--- src/hw/rtl/nnis_ram.sv ---
// Generic single-port-write, single-port-read RAM with registered read data.
module nnis_ram #(
   parameter int WIDTH = 32,
   parameter int DEPTH = 4
) (
   input  logic                     clock,
   input  logic                     we,
   input  logic [$clog2(DEPTH)-1:0] waddr,
   input  logic [WIDTH-1:0]         wdata,
   input  logic                     re,
   input  logic [$clog2(DEPTH)-1:0] raddr,
   output logic [WIDTH-1:0]         rdata
);

   logic [WIDTH-1:0] mem_ff [DEPTH];
   logic [WIDTH-1:0] rdata_ff;

   always_ff @(posedge clock) begin
      if (we) begin
         mem_ff[waddr] <= wdata;
      end
      if (re) begin
         rdata_ff <= mem_ff[raddr];
      end
   end

   assign rdata = rdata_ff;

endmodule

--- config.mk ---
export PLATFORM = sky130hd
export DESIGN_NAME = nnis_ram
export DESIGN_NICKNAME = d
export VERILOG_FILES = /design/src/hw/rtl/nnis_ram.sv
export SDC_FILE = /design/constraint.sdc
export NUM_CORES = 1
export LEC_CHECK = 0
export ABC_AREA = 1
export BUFFER_PORTS_ARGS = -buffer_cell sky130_fd_sc_hd__buf_2
export CAP_MARGIN = 40
export CORE_AREA = 5 5 97 190
export DETAILED_ROUTE_END_ITERATION = 16
export DIE_AREA = 0 0 102 195
export MAX_ROUTING_LAYER = met4
export PLACE_DENSITY = 0.67
export SLEW_MARGIN = 20
export SYNTH_ARGS = -nofsm -noshare
export SYNTH_HDL_FRONTEND = slang
export SYNTH_SLANG_ARGS = --single-unit
--- constraint.sdc ---
create_clock -name clock -period 7.5 [get_ports clock]
set_input_delay 0.75 -clock clock [delete_from_list [all_inputs] [get_ports clock]]
set_output_delay 0.75 -clock clock [all_outputs]
set_load 0.005 [all_outputs]
======== Word level (Yosys, flattened, before mapping) ========
Memory sizes are Yosys's and may differ from the RTL's. A register that Yosys moved wholly into a read port is not among the register bits.
Cells that the tools add are included.
word-level totals
  register bits ........................... 0
  RAM bits ................................ 128
  input bits .............................. 39
  memories ................................ 1
operators by class
  multiplexer cells ....................... 2
memory list
  name    depth  bits a word  rd ports  clocked after memory_dff  write ports  RTL line  RTL
  mem_ff  4      32           1         1                         1            15        logic [WIDTH-1:0] mem_ff [DEPTH];
operators by type and width
  cell     number
  $mux W1  2

======== Logic depth before layout (Yosys ltp) ========
  word-level depth ........................ 2
  gate-level depth with buffers ........... 5
  mapped depth without buffers ............ 4

======== Worst setup path before layout ========
OpenSTA, ideal clock, no wires.
  path kind ............................... input -> register
  start ................................... input port waddr[1]
  end ..................................... memory mem_ff[0][0], enable pin
  library setup time ...................... 0.461 ns
  arrival time ............................ 3.030 ns
  required time ........................... 7.039 ns
  path slack .............................. 4.009 ns
  stages on the path ...................... 1
  path through ............................ nor3_1
RTL lines
  item         RTL line  RTL
  from (decl)  8         input logic [$clog2(DEPTH)-1:0] waddr,
  to (decl)    15
No word-level cell before the write port.

==> flow_summary.yaml <==
run_status:
  status: "finished clean"
route:
  antenna_left: 0
  dr.pass1.iters: 5
  wl_per_cell_um: 15.6
  drc: 0
  viasPerCell: 4.65
  drtIter0Drc: 245
  num_vias: 3899
  wirelength_um: 13100
timing:
  rsz0062_at_grt: "no"
  skew_ns: 0.00804
  finalSetupViolCount: 0
  maxSlewHeadroom_pct: 47.4
  finalCritPeriodShare_pct: 30.4
  drv_slew: 0
  setup_tns_ns: 0
  tightest_slew_ns: 0.788
  finalCriticalPeriod_ns: 2.28
  fmax_ghz: 0.439
  hold_viol_final: 0
global_routing:
  antenna_found_initial: 2
  grt_max_degree: 66
  grt_overflow_total: 0
  grt_pass1_wl_um: 20300
  grt_pass1_vias: 4159
  grt_use_total_pct: 14.2
die:
  die_h_um: 195
  coreArea_um2: 16700
  die_w_um: 102
  num_rows: 67
  dieArea_um2: 19900
  initial_core_util_pct: 38.4
  ioPinCount: 71
clocking:
  ctsHoldBuffers: 0
  cts_htree_levels: 4
  cts_made_buffers: 17
  numClockSinks: 160
  cts-root-buf: "clkbuf_16"
  clk_pin_slew_ns: 0.06
  clkLatencyLatePin_ns: 0.42
  cts_resized: 0
  clk_path_buf_depth: 2
  cts_tree: "built"
  post_cts_buffers: 0
worst_hold_path:
  hp-class: "input port to flop"
synth:
  synthCells: 541
  synth_seq_cells: 160
  synth.largest_area_cell: "edfxtp_1"
  synth_top_area_share_pct: 75.1
  synthDistinctLibCells: 9
  synth_warnings: 0
  synth_nets: 580
  netlist_area_um2: 6400
  ys_seq_area_share_pct: 75.1
  yosys-top-cells-area: "edfxtp_1, nand2_1, inv_1"
  avgSynthCellArea_um2: 11.8
pwr:
  max-vdd-ir-drop_mv: 0.150
  leakagePower_nw: 3.34
  power.density_nw_per_um2: 265
  p_total_mw: 1.99
critical_path:
  start_kind: "input port"
  r2r_setup_slack_ns: 6.53
  required_ns: 7.78
  arrival_ns: 2.56
  crit_fanout: 65
  endpoint_kind: "flop"
  crit_type: "input port to flop"
layout:
  nets: 656
  finalCoreUtilization_pct: 45.2
  drive_gt1_share_pct: 17.6
  area.growth.synth_to_final_pct: 17.7
  fill_cells: 1423
run:
  maxCapViolations: 0
place:
  dpl.hpwl_um: 7910
  port_buffers: 70
  gp_congestion: 0.716
Yosys cell counts (all sizes together):
| library cell | instances |
|---|---|
| inv | 133 |
| buf | 20 |
| nor3 | 4 |
| edfxtp | 160 |
| nand3 | 64 |
| nand2 | 160 |
power by group:
| part | switching, mW | leakage, nW | internal [mW] | total [mW] |
|---|---|---|---|---|
| logic | 0.0792 | 1.58 | 0.0403 | 0.119 |
| registers | 0.0131 | 1.49 | 1.04 | 1.05 |
| clock network | 0.334 | 0.270 | 0.486 | 0.820 |
| total | 0.427 | 3.34 | 1.57 | 1.99 |
per-layer routing:
layer	wire length [um]	up-vias	GRT usage (%)
met1	4520	1891	14.1
met3	715	30	3.89
met2	7400	110	24.6
li1	-	1868	-
met5	0	-	-
met4	439	0	7.69
sequential cells by signal (all words and copies together), names as in the netlist:
name,cells
mem_ff,128
rdata,32
critical path: stages:
cell and delay [ns]:
buf_2 0.07, buf_4 0.57, inv_2 0.53, buf_16 0.31
nand2_1 0.07, nand3_1 0.09, nand2_1 0.12
per-stage QoR:
step | cell area (um2) | worst slack [ns] | hold slack, ns | std cells
6_report | 7530 | 5.22 | 0.543 | 839
4_1_cts | 7530 | 5.22 | 0.517 | 837
3_5_place_dp | 6960 | 4.79 | 0.604 | 805
2_1_floorplan | 6400 | 4.01 | 0.574 | 541
3_3_place_gp | 6910 | 4.67 | 0.587 | 803
5_1_grt | 7530 | 5.12 | 0.519 | 839
worst paths after layout:
kind / start / endpoint / cells past startpoint
setup reg to reg: mem_ff[3][12]$_DFFE_PP_ / rdata[12]$_DFFE_PP_ / 4
hold / removal: wdata[30] / mem_ff[2][30]$_DFFE_PP_ / 1
setup / recovery: raddr[0] / rdata[12]$_DFFE_PP_ / 7
hold reg to reg: mem_ff[0][23]$_DFFE_PP_ / rdata[23]$_DFFE_PP_ / 4
cell families (layout without fill, tap and decap cells):
| logic type | count (synthesis) | count (layout) | share of synthesized area [%] |
|---|---|---|---|
| simple gates | 228 | 228 | 14.7 |
| flops | 160 | 160 | 75.1 |
| buf+inv | 153 | 242 | 10.2 |
| other cells | 0 | 2 | 0 |
placed cells by master, fill, tap and decap left out:
master / netlist / layout
buf_12: 0 / 1
buf_16: 0 / 1
buf_2: 9 / 70
buf_4: 4 / 5
bufinv_16: 0 / 2
clkbuf_16: 0 / 17
clkinv_1: 0 / 4
clkinv_2: 0 / 2
clkinv_4: 0 / 2
clkinvlp_4: 0 / 3
diode_2: 0 / 2
edfxtp_1: 160 / 160
inv_1: 132 / 131
inv_2: 1 / 2
inv_6: 0 / 2
nand2_1: 160 / 160
nand3_1: 64 / 64
nor3_2: 0 / 4
layout make-up:
type | count | area (um2) | area share [%]
inverters | 133 | 499 | 6.63
flip-flops and latches | 160 | 4800 | 63.8
diodes | 2 | 5.00 | 0.0664
well taps | 207 | 259 | 3.44
clock buffers | 17 | 425 | 5.65
multi-input cells | 228 | 961 | 12.8
clock inverters | 15 | 143 | 1.89
repair buffers | 77 | 435 | 5.78
Note: power is estimated with default switching activity, not from simulation.
