===== src/hw/rtl/nnis_pkg.sv =====
// Shared constants for the nearest-neighbor image scaler.
package nnis_pkg;

   localparam int MAX_SIDE         = 256;
   localparam int MAX_CHANNELS     = 4;
   localparam int STORE_PIXELS_DEF = 65536;

   localparam int NUM_CH  = 4;
   localparam int BYTE_W  = 8;
   localparam int PIX_W   = NUM_CH * BYTE_W;
   localparam int COORD_W = 8;
   localparam int LADDR_W = 16;
   localparam int CFG_W   = 9;
   localparam int CH_W    = 3;

   localparam int DVD_W   = COORD_W + CFG_W;
   localparam int QUO_W   = CFG_W;
   localparam int STEP_W  = $clog2(QUO_W);
   localparam int PROD_W  = 2 * CFG_W;
   localparam int IDX_W   = PROD_W + 1;

   localparam int CSR_DATA_W = 32;
   localparam int PADDR_W    = 5;
   localparam int REG_IDX_W  = PADDR_W - 2;

   localparam logic [REG_IDX_W-1:0] REG_SRC_WIDTH  = 3'd0;
   localparam logic [REG_IDX_W-1:0] REG_SRC_HEIGHT = 3'd1;
   localparam logic [REG_IDX_W-1:0] REG_DST_WIDTH  = 3'd2;
   localparam logic [REG_IDX_W-1:0] REG_DST_HEIGHT = 3'd3;
   localparam logic [REG_IDX_W-1:0] REG_CHANNELS   = 3'd4;

   localparam logic REQ_LOAD = 1'b0;
   localparam logic REQ_READ = 1'b1;

   typedef logic [BYTE_W-1:0] byte_type;

endpackage


===== src/hw/rtl/nnis_div.sv =====
// Restoring divider, one quotient bit per cycle, quotient known to fit QUO_W bits.
module nnis_div
   import nnis_pkg::*;
(
   input  logic             clock,
   input  logic             reset,
   input  logic             start,
   input  logic [DVD_W-1:0] dividend,
   input  logic [QUO_W-1:0] divisor,
   output logic             done,
   output logic [QUO_W-1:0] quotient
);

   logic              busy_ff, busy_in;
   logic              done_ff, done_in;
   logic [STEP_W-1:0] cnt_ff, cnt_in;
   logic [QUO_W-1:0]  rem_ff, rem_in;
   logic [QUO_W-1:0]  quo_ff, quo_in;
   logic [QUO_W-1:0]  low_ff, low_in;
   logic [QUO_W-1:0]  dsr_ff, dsr_in;
   logic [QUO_W:0]    trial;
   logic [QUO_W:0]    diff;
   logic              fit;

   always_comb begin
      trial   = {rem_ff, low_ff[QUO_W-1]};
      diff    = trial - {1'b0, dsr_ff};
      fit     = (trial >= {1'b0, dsr_ff});
      busy_in = busy_ff;
      done_in = 1'b0;
      cnt_in  = cnt_ff;
      rem_in  = rem_ff;
      quo_in  = quo_ff;
      low_in  = low_ff;
      dsr_in  = dsr_ff;
      if (start) begin
         busy_in = 1'b1;
         cnt_in  = '0;
         rem_in  = QUO_W'(dividend[DVD_W-1:QUO_W]);
         low_in  = dividend[QUO_W-1:0];
         dsr_in  = divisor;
         quo_in  = '0;
      end else if (busy_ff) begin
         rem_in = fit ? diff[QUO_W-1:0] : trial[QUO_W-1:0];
         low_in = {low_ff[QUO_W-2:0], 1'b0};
         quo_in = {quo_ff[QUO_W-2:0], fit};
         cnt_in = cnt_ff + 1'b1;
         if (cnt_ff == STEP_W'(QUO_W - 1)) begin
            busy_in = 1'b0;
            done_in = 1'b1;
         end
      end
   end

   always_ff @(posedge clock) begin
      if (reset) begin
         busy_ff <= 1'b0;
         done_ff <= 1'b0;
         cnt_ff  <= '0;
      end else begin
         busy_ff <= busy_in;
         done_ff <= done_in;
         cnt_ff  <= cnt_in;
      end
   end

   always_ff @(posedge clock) begin
      rem_ff <= rem_in;
      quo_ff <= quo_in;
      low_ff <= low_in;
      dsr_ff <= dsr_in;
   end

   assign done     = done_ff;
   assign quotient = quo_ff;

endmodule


===== config.mk =====
export PLATFORM = sky130hd
export DESIGN_NAME = nnis_div
export DESIGN_NICKNAME = d
export VERILOG_FILES = /design/src/hw/rtl/nnis_pkg.sv /design/src/hw/rtl/nnis_div.sv
export SDC_FILE = /design/constraint.sdc
export NUM_CORES = 1
export LEC_CHECK = 0
export BUFFER_PORTS_ARGS = -buffer_cell sky130_fd_sc_hd__buf_2
export CAP_MARGIN = 25
export CORE_ASPECT_RATIO = 1.4
export CORE_MARGIN = 3
export CORE_UTILIZATION = 53
export CTS_BUF_LIST = sky130_fd_sc_hd__clkbuf_8 sky130_fd_sc_hd__clkbuf_16
export DETAILED_ROUTE_END_ITERATION = 12
export PLACE_DENSITY = 0.81
export SYNTH_ARGS = -nofsm -noshare
export SYNTH_HDL_FRONTEND = slang
export SYNTH_SLANG_ARGS = --single-unit

===== constraint.sdc =====
create_clock -name clock -period 2.9 [get_ports clock]
set_clock_uncertainty 0.2 [all_clocks]
set_input_delay 0 -clock clock [delete_from_list [all_inputs] [get_ports clock]]
set_output_delay 0 -clock clock [all_outputs]
set_load 0.01 [all_outputs]

# [Word-level counts from Yosys, hierarchy flattened]
# Index checks and enable logic that the tools add are counted.
[word_totals] ff_bits=42 input_bits=29 out_inout_bits=10 word_cells=25
[op_classes] addsub=2 magnitude_cmp=1 eq_ne=1 muxes=9 bitwise=1 reduce_logical=3
[ops] op="2-to-1 mux 9 bit" count=3
[ops] op="2-to-1 mux 8 bit" count=2
[ops] op=">= comparator 10 x 9 -> 1 bit" count=1
[ops] op="subtractor 9 bit" count=1
[ops] op="adder 4 x 1 -> 4 bit, second input constant" count=1
[ops] op="equality test 4 bit, second input constant" count=1
[ops] op="2-to-1 mux 1 bit" count=4
[ops] op="OR reduction 3 bit" count=1
[ops] op="nonzero test 2 bit" count=1
[ops] op="OR reduction 2 bit" count=1
[ops] op="inverter 1 bit" count=1

# [Longest topological paths before layout]
[depth] ltp_word=4 depth_mapped=11

# [Worst setup path after synthesis]
# OpenSTA, ideal clock, no wires.
[synth_timing] path_kind="register to register" startpoint="register low_ff[8]" endpoint="register rem_ff[1] (data pin)" setup_time_ns=0.266 arrival_ns=2.064 path_slack_ns=0.370 path_stages_with_launch=11 period_less_slack_ns=2.530 path_cell_list="edfxtp_1 inv_1 ha_1 inv_1 fa_1 a21o_1 a221oi_2 a32o_1 buf_6 mux2i_1 o21ai_1"
[synth_between] elab_chain_cells=4 elab_cells_between_ends=5 cone_classes="add/sub: 1; order compare: 1; mux: 3"
[synth_lines] element="start, declared" line_no="nnis_div.sv:19" source="logic [QUO_W-1:0] low_ff, low_in;"
[synth_lines] element="start signal, assigned" line_no="nnis_div.sv:70" source="low_ff <= low_in;"
[synth_lines] element="subtractor 9 bit / >= comparator 10 x 9 -> 1 bit (equally long branches)" line_no="nnis_div.sv:27, nnis_div.sv:28"
[synth_lines] element="2-to-1 mux 9 bit *" line_no="nnis_div.sv:44" source="rem_in = fit ? diff[QUO_W-1:0] : trial[QUO_W-1:0];"
[synth_lines] element="2-to-1 mux 8 bit *" line_no="nnis_div.sv:43" source="end else if (busy_ff) begin"
[synth_lines] element="2-to-1 mux 8 bit *" line_no="nnis_div.sv:36" source="if (start) begin"
[synth_lines] element="via rem_in[1]" line_no="nnis_div.sv:17" source="logic [QUO_W-1:0] rem_ff, rem_in;"
[synth_lines] element="end signal, assigned" line_no="nnis_div.sv:68" source="rem_ff <= rem_in;"
[synth_lines] element="end, declared" line_no="nnis_div.sv:17"
# The timed path passes the listed nets; every way through them passes the cells marked *. The select of a mux whose other input is x is not followed.
# A chain may end at the register's enable or synchronous reset.

# [Worst setup path after layout]
[layout_timing] startpoint="register low_ff[8]" endpoint="register rem_ff[6] (data pin)"
# Same word-level chain as after synthesis.

==> summary.md <==
| Metric | Value |
|---|---|
| Status | completed |
| Synthesized instance count | 179 |
| Achievable Freq | 367 MHz |
| Final Cycle Share | a little over nine tenths |
| Filler instances | 263 |
| Top cell type's share of synthesized area | 37.2% |
| Worst hold-check path type | input pin to flip-flop |
| Switching share of power | 29.2% |
| Clock root buffer | clkbuf_8 |
| CP Buf/Inv Count | 3 |
| Synthesis-to-finish area growth | 29.5% |
| Crit path kind | flip-flop to flip-flop |
| Area leader, netlist | edfxtp_1 |
| Grt total ovfl | 0 |
| Yosys cell types | 42 |
| Post-Syn Area | roughly 2100 um2 |
| Seq pwr share | between 40% and 50% |
| Period minus WS final | roughly 2.7 ns |
| Clock power share | 26.3% |
| Worst setup SP type | flip-flop |
| Antenna Nets Post-Route | 0 |
| Vias/cell | ~5.3 |
| 1st-pass router iterations | 4 |
| Crit path top cell by count | inv_1 |
| Final routed wire length divided by cell count | 13.9 um |
| Synthesized flop and latch total | 42 |
| Final RePlAce weighted congestion | 0.818 |
| Worst Setup End Kind | flip-flop |
| Routed WL | around 4000 um |
| RSZ-0062 raised after global routing | no |
| Final Cell Area | 2720 um2 |
| Skew-Pair Late Insertion Delay | 0.29 ns |
| Max_cap viols | 0 |
| First-pass GRT wire length | between 6000 and 7000 um |
| Layout Nets | 288 |
| Ys Warns | 0 |
| Rows | 26 |
| Vias | 1536 |
| Clock sink count | 42 |
| Die Width | 59.2 um |
| Initial antenna violation count | 0 |
| Initial Util | roughly 56% |
| Setup violators final | 0 |
| Seq/Total Area, Yosys | between 50% and 60% |
| Syn Area/Cell | roughly 12 um2 |
| Dpl cell area | 2320 um2 |
| Synthesized Nets | 220 |
| Largest net degree at the start of global routing | 32 |
| Die area | 4770 um2 |
| Total GRT Usage | 18.5% |
| Slew HR | 55.2% |
| Crit path largest cell delay | 0.39 ns |
| P per Cell Area | 644 nW/um2 |
| Bufs on Longest Clock Path | 2 |
| Pint | 1.24 mW |
| Top cells by area, synth | edfxtp_1, dfxtp_1, ha_1 |
| Cell Chain, Critical Path | inv_1, ha_1, inv_1, fa_1, a21o_1, a221oi_2, a32o_2, buf_6, mux2i_2, o21ai_1 |
| 1st-iter DRT viols | 48 |
| Core area | between 3000 and 4000 um2 |
| Clock-pin slew on the worst setup and hold paths | ~0.080 ns |
| Hold Vio Cnt, Final | 0 |
| Total CTS buffers | 5 |
| I/O Buffers | 38 |
| CTS H-tree lvls | 2 |
| VDD IR max | 634 uV |
| Measured slew at the worst slew-check pin | 0.671 ns |
| Setup slack, reg-to-reg | between 0.15 and 0.2 ns |
| Vias in the first global route | approximately 1.5k |
| Critical Path RT | between 2 and 3 ns |
| Ports | 39 |
| Final TNS setup | 0 ns |
| CTS tree | done |
| CP delay by family, top | compound AO/OA/AOI/OAI gates |
| Drt drc | 0 |
| DIE HEIGHT | around 80 um |
| CP max-delay cell | edfxtp_1 |
| Antenna diodes | 0 |
| Placed wire-length estimate | between 2000 and 3000 um |
| Leakage | between 1 and 1.5 nW |
| Share of layout cells above drive strength 1 | 26.2% |
| NetSw | 0.512 mW |
| Comb pwr share | 30.7% |
| Max Slew Vio Count | 0 |
| Crit path DAT | 2.57 ns |
| Crit path max fanout | 9 |
## routing by layer
metal	routed length (um)	GRT usage, %
met1	1790	22.1
met2	2040	30.2
met3	142	3.54
met4	62	10.4
met5	0	0
## cells by family (layout without fill, tap and decap cells)
group           count (synthesis)  in the layout  share of synthesized area [%]
fa+ha+maj                      12             12                           7.50
simple gates                   43             43                           9.77
buf+inv                        23             92                           5.06
mux                            21             21                           10.5
compound gates                 28             28                           10.6
xor+xnor                       10             10                           4.17
flops                          42             42                           52.4
## placed cells by master, fill, tap and decap left out, types with 10 or more instances in the layout
cell type      count
buf_2             38
dlygate4sd3_1     28
edfxtp_1          26
nor2_1            16
dfxtp_1           16
inv_1             14
mux2i_1           12
ha_1              11
nand2_1           10
## final timing paths
kind / from / end / depth (start not counted)
max: low_ff[8] / rem_ff[6] / 10
min: divisor[7] / dsr_ff[7] / 2
max reg2reg: low_ff[8] / rem_ff[6] / 10
min reg2reg: quotient[8] / quotient[8] / 2
## worst register-to-register path: stages, from the launching register on
cell and delay (ns):
edfxtp_1 0.39, inv_1 0.07, ha_1 0.15, inv_1 0.05, fa_1 0.39, a21o_1 0.21, a221oi_2 0.32, a32o_2 0.24
buf_6 0.14, mux2i_2 0.24, o21ai_1 0.07
## power by group through the flow
| stage | logic (mW) | clock network [mW] | registers [mW] |
|---|---|---|---|
| floorplan | 0.412 | 0 | 0.753 |
| global placement | 0.479 | 0 | 0.767 |
| detailed placement | 0.485 | 0 | 0.768 |
| CTS | 0.517 | 0.475 | 0.754 |
| global route | 0.601 | 0.492 | 0.761 |
| finish | 0.537 | 0.460 | 0.754 |
## Yosys cell counts (all sizes together)
master / instances
dfxtp: 16
a31oi: 1
a221oi: 1
mux2i: 13
a211o: 1
a32o: 1
fa: 1
a311o: 1
nand4: 1
nand2b: 2
a32oi: 1
o311ai: 2
a22oi: 2
nand3b: 3
and4: 1
o31ai: 3
a211oi: 1
nor2: 16
inv: 14
o21ai: 6
and2: 1
o41ai: 1
nor3: 4
a21oi: 3
ha: 11
xor2: 8
a21o: 2
buf: 4
edfxtp: 26
nand2: 10
xnor2: 2
o21a: 2
nor4: 2
clkbuf: 5
and3: 1
mux2: 8
nor2b: 2
## stage by stage
step	power (mW)	hold WS [ns]	setup slack, ns	util [%]	cells
detailed placement	1.25	-0.0217	0.156	62.0	254
finish	1.75	0.216	0.178	72.7	290
floorplan	1.16	-0.128	0.370	-	179
global route	1.85	0.218	0.00505	72.7	290
global placement	1.25	-0.0221	0.245	62.0	254
CTS	1.75	0.199	0.151	72.5	290
## registers in the layout, indices dropped and copies added, names as in the netlist
| signal | count |
|---|---|
| rem_ff | 9 |
| busy_ff | 1 |
| cnt_ff | 4 |
| done | 1 |
| low_ff | 9 |
| quotient | 9 |
| dsr_ff | 9 |
## layout make-up
class	count	area (um2)	share of cell area (%)
flip-flops and latches	42	1100	40.5
well taps	42	52.6	1.93
repair buffers	70	504	18.5
inverters	14	52.6	1.93
clock buffers	5	68.8	2.53
multi-input cells	114	898	33.0
clock inverters	3	43.8	1.61
## what timing repair did
| item | in CTS | in global routing |
|---|---|---|
| resized for setup | 0 | 3 |
| buffers inserted | 0 | 0 |
| hold buffers | 28 | 0 |
| endpoints found under the setup margin | 0 | 3 |
| hold endpoints to repair | 40 | 0 |
Note: power is estimated with default switching activity, not from simulation.
